`config.mk`:
```
export PLATFORM = sky130hd
export DESIGN_NAME = stable_priority_queue
export DESIGN_NICKNAME = d
export VERILOG_FILES = /design/src/hw/rtl/spq_pkg.sv /design/src/hw/rtl/spq_cell.sv /design/src/hw/rtl/stable_priority_queue.sv
export SDC_FILE = /design/constraint.sdc
export NUM_CORES = 2
export LEC_CHECK = 0
export ABC_AREA = 1
export BUFFER_PORTS_ARGS = -buffer_cell sky130_fd_sc_hd__buf_2
export CORE_MARGIN = 5
export CORE_UTILIZATION = 41
export DETAILED_ROUTE_END_ITERATION = 10
export MAX_ROUTING_LAYER = met4
export PLACE_DENSITY = 0.6
export SYNTH_ARGS = -nofsm -noshare
export SYNTH_HDL_FRONTEND = slang
export SYNTH_SLANG_ARGS = --single-unit
```
`constraint.sdc`:
```
create_clock -name clk -period 14.6 [get_ports clk]
set_input_delay 1.46 -clock clk [delete_from_list [all_inputs] [get_ports clk]]
set_output_delay 1.46 -clock clk [all_outputs]
set_load 0.005 [all_outputs]
```
`src/hw/rtl/spq_pkg.sv`:
```
// Shared types for the stable priority queue.
`timescale 1ns / 1ps
package spq_pkg;

  typedef enum logic [1:0] {
    ST_OK    = 2'd0,
    ST_FULL  = 2'd1,
    ST_EMPTY = 2'd2
  } spq_status_t;

  typedef enum logic {
    OP_PUSH = 1'b0,
    OP_POP  = 1'b1
  } spq_op_t;

  // Per-cycle command broadcast to every cell.
  typedef struct packed {
    logic push;
    logic pop;
  } spq_ctl_t;

endpackage

```
`src/hw/rtl/spq_cell.sv`:
```
// One slot of the sorted shift-register queue.
`timescale 1ns / 1ps
module spq_cell import spq_pkg::*; #(
  parameter int PAYLOAD_BITS = 32,
  parameter int RANK_BITS    = 8
) (
  input  logic                    clk,
  input  spq_ctl_t                ctl,
  input  logic [RANK_BITS-1:0]    new_rank,
  input  logic [PAYLOAD_BITS-1:0] new_payload,
  input  logic                    occupied,
  input  logic                    left_keep,
  input  logic [RANK_BITS-1:0]    left_rank,
  input  logic [PAYLOAD_BITS-1:0] left_payload,
  input  logic [RANK_BITS-1:0]    right_rank,
  input  logic [PAYLOAD_BITS-1:0] right_payload,
  output logic                    keep,
  output logic [RANK_BITS-1:0]    slot_rank,
  output logic [PAYLOAD_BITS-1:0] slot_payload
);

  logic [RANK_BITS-1:0]    slot_rank_next;
  logic [PAYLOAD_BITS-1:0] slot_payload_next;

  // An occupied slot that ranks at or above the newcomer stays put (ties keep order).
  assign keep = occupied && (slot_rank >= new_rank);

  always_comb begin
    slot_rank_next    = slot_rank;
    slot_payload_next = slot_payload;
    if (ctl.push && !keep) begin
      if (left_keep) begin
        slot_rank_next    = new_rank;
        slot_payload_next = new_payload;
      end else begin
        slot_rank_next    = left_rank;
        slot_payload_next = left_payload;
      end
    end else if (ctl.pop) begin
      slot_rank_next    = right_rank;
      slot_payload_next = right_payload;
    end
  end

  always_ff @(posedge clk) begin
    slot_rank    <= slot_rank_next;
    slot_payload <= slot_payload_next;
  end

endmodule

```
`src/hw/rtl/stable_priority_queue.sv`:
```
// Top level of the stable priority queue: cell row, fill count and result register.
//
// Input channel (in_valid/in_stall): operation 0 pushes {payload, rank}, 1 pops the head.
// Output channel (out_valid/out_stall): one result transaction per input transaction,
// carrying status, the popped entry, the occupancy and the head entry after the operation.
// Entries sit in a row of CAPACITY cells kept sorted by rank, highest at cell 0; equal
// ranks stay in arrival order. A push makes every cell compare against the new rank in
// parallel and the row opens a gap by shifting one place; a pop shifts the row down one.
// The result is registered and appears in the cycle after the input transaction is accepted.
// Throughput: one transaction per cycle while no pending result is stalled; the whole row updates at once.
// The output register parts the two sides: a new input is taken whenever the result
// register is empty or its content is taken in the same cycle. While out_stall holds a
// pending result, in_stall is high and the queue holds its contents.
// A push into a full queue leaves it unchanged with status full; a pop from an empty
// queue leaves it unchanged with status empty; popped fields are zero in both cases.
// Reset (rst, synchronous) empties the queue and drops any pending result; cell
// contents are not cleared, only the fill count.
`timescale 1ns / 1ps
module stable_priority_queue import spq_pkg::*; #(
  parameter int CAPACITY     = 16,
  parameter int PAYLOAD_BITS = 32,
  parameter int RANK_BITS    = 8,
  localparam int CNT_W       = $clog2(CAPACITY + 1)
) (
  input  logic                    clk,
  input  logic                    rst,
  input  logic                    in_valid,
  output logic                    in_stall,
  input  logic                    operation,
  input  logic [PAYLOAD_BITS-1:0] payload,
  input  logic [RANK_BITS-1:0]    rank,
  output logic                    out_valid,
  input  logic                    out_stall,
  output logic [1:0]              status,
  output logic [PAYLOAD_BITS-1:0] popped_payload,
  output logic [RANK_BITS-1:0]    popped_rank,
  output logic [CNT_W-1:0]        occupancy,
  output logic [PAYLOAD_BITS-1:0] front_payload,
  output logic [RANK_BITS-1:0]    front_rank,
  output logic                    is_empty
);

  localparam logic [CNT_W-1:0] FULL_CNT = CNT_W'(CAPACITY);

  logic [CNT_W-1:0] count;
  logic [CNT_W-1:0] count_next;

  logic                    in_fire;
  logic                    is_full;
  logic                    is_void;
  spq_ctl_t                ctl;

  logic                    keep_bit  [CAPACITY];
  logic [RANK_BITS-1:0]    cell_rank [CAPACITY];
  logic [PAYLOAD_BITS-1:0] cell_data [CAPACITY];

  spq_status_t             res_status;
  logic [PAYLOAD_BITS-1:0] res_pop_data;
  logic [RANK_BITS-1:0]    res_pop_rank;
  logic [PAYLOAD_BITS-1:0] res_front_data;
  logic [RANK_BITS-1:0]    res_front_rank;

  spq_status_t             status_q;

  assign in_stall = out_valid && out_stall;
  assign in_fire  = in_valid && !in_stall;
  assign is_full  = (count == FULL_CNT);
  assign is_void  = (count == '0);

  assign ctl.push = in_fire && (operation == OP_PUSH) && !is_full;
  assign ctl.pop  = in_fire && (operation == OP_POP) && !is_void;

  for (genvar i = 0; i < CAPACITY; i++) begin : g_cell
    logic                    lk;
    logic [RANK_BITS-1:0]    lr;
    logic [PAYLOAD_BITS-1:0] lp;
    logic [RANK_BITS-1:0]    rr;
    logic [PAYLOAD_BITS-1:0] rp;

    if (i == 0) begin : g_head
      // Sentinel: nothing ahead of the head ever moves.
      assign lk = 1'b1;
      assign lr = rank;
      assign lp = payload;
    end else begin : g_body
      assign lk = keep_bit[i-1];
      assign lr = cell_rank[i-1];
      assign lp = cell_data[i-1];
    end

    if (i == CAPACITY - 1) begin : g_tail
      assign rr = cell_rank[i];
      assign rp = cell_data[i];
    end else begin : g_mid
      assign rr = cell_rank[i+1];
      assign rp = cell_data[i+1];
    end

    spq_cell #(
      .PAYLOAD_BITS (PAYLOAD_BITS),
      .RANK_BITS    (RANK_BITS)
    ) u_cell (
      .clk           (clk),
      .ctl           (ctl),
      .new_rank      (rank),
      .new_payload   (payload),
      .occupied      (CNT_W'(i) < count),
      .left_keep     (lk),
      .left_rank     (lr),
      .left_payload  (lp),
      .right_rank    (rr),
      .right_payload (rp),
      .keep          (keep_bit[i]),
      .slot_rank     (cell_rank[i]),
      .slot_payload  (cell_data[i])
    );
  end

  // Result as seen after the operation, from the current row.
  always_comb begin
    res_status     = ST_OK;
    res_pop_data   = '0;
    res_pop_rank   = '0;
    count_next     = count;
    res_front_data = is_void ? '0 : cell_data[0];
    res_front_rank = is_void ? '0 : cell_rank[0];
    if (operation == OP_PUSH) begin
      if (is_full) begin
        res_status = ST_FULL;
      end else begin
        count_next = count + 1'b1;
        if (!keep_bit[0]) begin
          res_front_data = payload;
          res_front_rank = rank;
        end
      end
    end else begin
      if (is_void) begin
        res_status = ST_EMPTY;
      end else begin
        count_next   = count - 1'b1;
        res_pop_data = cell_data[0];
        res_pop_rank = cell_rank[0];
        if (count == CNT_W'(1)) begin
          res_front_data = '0;
          res_front_rank = '0;
        end else begin
          res_front_data = cell_data[1];
          res_front_rank = cell_rank[1];
        end
      end
    end
  end

  always_ff @(posedge clk) begin
    if (rst) begin
      count     <= '0;
      out_valid <= 1'b0;
    end else begin
      if (in_fire) begin
        count     <= count_next;
        out_valid <= 1'b1;
      end else if (!out_stall) begin
        out_valid <= 1'b0;
      end
    end
  end

  always_ff @(posedge clk) begin
    if (in_fire) begin
      status_q       <= res_status;
      popped_payload <= res_pop_data;
      popped_rank    <= res_pop_rank;
      occupancy      <= count_next;
      front_payload  <= res_front_data;
      front_rank     <= res_front_rank;
      is_empty       <= (count_next == '0);
    end
  end

  assign status = status_q;

  a_count_bound: assert property (@(posedge clk) disable iff (rst)
    count <= FULL_CNT)
    else $error("fill count beyond capacity");

  a_empty_flag: assert property (@(posedge clk) disable iff (rst)
    out_valid |-> (is_empty == (occupancy == '0)))
    else $error("empty flag disagrees with occupancy");

  a_full_status: assert property (@(posedge clk) disable iff (rst)
    (out_valid && status_q == ST_FULL) |-> (occupancy == FULL_CNT))
    else $error("full status with free slots");

  a_push_count: assert property (@(posedge clk) disable iff (rst)
    ctl.push |=> (count == $past(count) + 1'b1))
    else $error("push did not advance fill count");

  a_pop_head: assert property (@(posedge clk) disable iff (rst)
    (ctl.pop && count > CNT_W'(1)) |=> (cell_rank[0] <= $past(cell_rank[0])))
    else $error("pop raised the head rank");

endmodule

```
==> flow_metrics.tcl <==
set metrics [dict create \
    status "completed" \
    async_reset_ff_share_pct 0 \
    vias 31325 \
    clkPwrFrac_pct 33.7 \
    start_util_pct 41.2 \
    grt_max_degree 108 \
    combinationalPowerShare_pct 18.8 \
    synth_top_area_share_pct 54.0 \
    vias_per_cell 5.00 \
    period_share_pct 36.7 \
    wl_um 103000 \
    p_leak_nw 20.4 \
    holdPathStages 2 \
    whs_ns 0.480 \
    max_freq_mhz 187 \
    grtUsageTotal_pct 19.8 \
    antenna_found_initial 1 \
    place_hpwl_um 71700 \
    gp_congestion 0.849 \
    ctsHtreeMaxLevel 3 \
    dpl_cell_area_um2 41800 \
    die_w_um 324 \
    cts_resized 0 \
    yosys-top-cells-area "edfxtp_1, nand2_1, o21ai_0" \
    critical_path.startpoint_type "primary input" \
    nets 5093 \
    fin_setup_tns_ns 0 \
    relSlewSlack_pct 21.6 \
    crit_arrival_ns 5.60 \
    power.density_nw_per_um2 135 \
    cts_sinks 734 \
    ir_worst_vdd_mv 0.0820 \
    hold_viol 0 \
    hold_path.class "reg2reg" \
    ys_ff_latch 734 \
    path_max_fanout 80 \
    grt_pass1_wl_um 167000 \
    tritoncts "built" \
    cp-end-kind "flip-flop" \
    row_count 115 \
    die_h_um 324 \
    stdcell_area_um2 44400 \
    crit_type "in2reg" \
    netlist_instances 4955 \
    synth.largest_area_cell "edfxtp_1" \
    yosysWarnings 0 \
    setup_viol 0 \
    ctsHoldBuffers 0 \
    antenna-diode-count 0 \
    syn_area_um2 40500 \
    layout_commonest_cell "nand2_1" \
    pwr-share-seq_pct 47.5 \
    globalRouteOverflowTotal 0 \
    maxCapViolCount 0 \
    final_cell_mix "nand2_1, edfxtp_1, o21ai_0" \
    internal_power_mw 4.19 \
    portBuffers 134 \
    clkLatencyLatePin_ns 0.64 \
    yosysSeqAreaShare_pct 54.3 \
    drtAntennaViolNets 0 \
    numCtsBuffers 85 \
    drtPass1Iterations 6 \
    p_switching_mw 1.80 \
    rsz0062_at_grt "false" \
    synth_edf_count 728 \
    grt_pass1_vias 29220 \
    swShare_pct 30.1 \
    worst_r2r_path_depth 11 \
    synth_fp_nets 5132 \
    worstPathRequired_ns 14.85 \
    tightest_slew_ns 1.17 \
    post-route-min-period_ns 5.35 \
    cts.path.max_buffers 3 \
    slew_viol_final 0 \
    root_buffer "clkbuf_16" \
    post_cts.repair.setup_buffers 0 \
    synth_ff_type "edfxtp_1" \
    drt-initial-drc-count 3233 \
    drc 0 \
    postSynthAreaPerCell_um2 8.17 \
    placeableCoreArea_um2 98100 \
    fill_cells 9756 \
    drive_gt1_share_pct 7.13 \
    io_pins 135 \
    clock-skew-final_ns 0.0318 \
    areaGrowthSynthToFinish_pct 9.60 \
    path_clk_slew_ns 0.06 \
    die_area_um2 105000 \
    synth.distinct_cells 31 \
    wire_per_inst_um 16.4 \
]
-- stage by stage --
| step | power (mW) | util [%] | setup slack, ns | cells |
|---|---|---|---|---|
| 2_1_floorplan | 3.69 | - | 7.76 | 4955 |
| 3_3_place_gp | 3.99 | 42.5 | 8.72 | 6116 |
| 3_5_place_dp | 4.01 | 42.5 | 8.61 | 6116 |
| 4_1_cts | 6.04 | 45.2 | 9.28 | 6267 |
| 5_1_grt | 6.35 | 45.2 | 8.86 | 6267 |
| 6_report | 5.99 | 45.2 | 9.25 | 6267 |
-- final timing paths --
path	startpoint	end	slack (ns)
worst max-delay path	rank[1]	g_cell[1].u_cell.slot_payload[12]	9.25
worst min-delay path	out_valid	out_valid	0.48
worst max register to register	count[0]	g_cell[1].u_cell.slot_payload[12]	10.01
worst min register to register	out_valid	out_valid	0.48
-- sequential cells by signal, indices dropped and copies added, names as in the netlist --
signal / count
popped_payload: 32
status: 2
front_rank: 8
out_valid: 1
is_empty: 1
popped_rank: 8
occupancy: 5
front_payload: 32
g_cell.u_cell.slot_rank: 128
g_cell.u_cell.slot_payload: 512
count: 5
-- synth_stat cells, types with 2 or more instances --
| cell | number |
|---|---|
| buf_1 | 5 |
| o21ai_1 | 3 |
| edfxtp_1 | 728 |
| buf_6 | 6 |
| xor2_1 | 3 |
| dfxtp_1 | 6 |
| inv_2 | 15 |
| nor2_4 | 2 |
| nand2_1 | 2688 |
| nor2_2 | 10 |
| nand4_1 | 2 |
| a21oi_1 | 42 |
| o21ai_0 | 645 |
| buf_2 | 125 |
| inv_1 | 147 |
| clkbuf_1 | 153 |
| buf_4 | 23 |
| ha_1 | 132 |
| nand3_1 | 107 |
| nand2_4 | 3 |
| o21a_1 | 15 |
| nor2_1 | 79 |
| nand2_2 | 8 |
-- logic make-up (layout without fill, tap and decap cells) --
family                   Yosys count  after routing  synth area share, %
flip-flops                       734            734                 54.3
XOR/XNOR                           3              3               0.0649
AND/OR/NAND/NOR                 2903           2903                 27.5
adder cells (fa/ha/maj)          132            132                 4.08
AO/OA/AOI/OAI                    708            708                 8.87
buffers and inverters            475            500                 5.13
-- power by group through the flow --
stage,combinational (mW),clock (mW),sequential [mW]
after CTS,1.13,2.07,2.84
after global routing,1.32,2.16,2.87
after global placement,1.10,0,2.89
after detailed placement,1.13,0,2.89
after floorplan,0.860,0,2.82
final,1.13,2.02,2.85
-- final cells by class --
type	instances	area (um2)	area share, %
inverters	163	617	1.39
multi-input cells	3746	16500	37.2
clock inverters	41	338	0.762
well taps	1287	1610	3.63
repair buffers	186	1060	2.39
flip-flops and latches	734	22000	49.6
clock buffers	110	2260	5.10
-- worst max-delay path: stages --
cell,delay [ns]
buf_2,0.09
inv_1,0.04
buf_4,0.44
ha_1,0.34
nand2_1,0.08
nand3_1,0.07
nand2_1,0.06
nand2_1,0.05
nand2_1,0.05
nand2_1,0.07
nand2_4,0.50
inv_2,0.12
nor2_4,0.74
inv_2,0.54
nand2_2,0.85
-- per-layer routing --
metal	vias to the layer above	global-route usage, %	wire length (um)
met5	-	-	0
met2	913	28.8	42600
li1	16121	-	-
met1	14153	29.8	51900
met4	0	4.84	2110
met3	138	2.40	6000
Note: power is estimated with default switching activity, not from simulation.
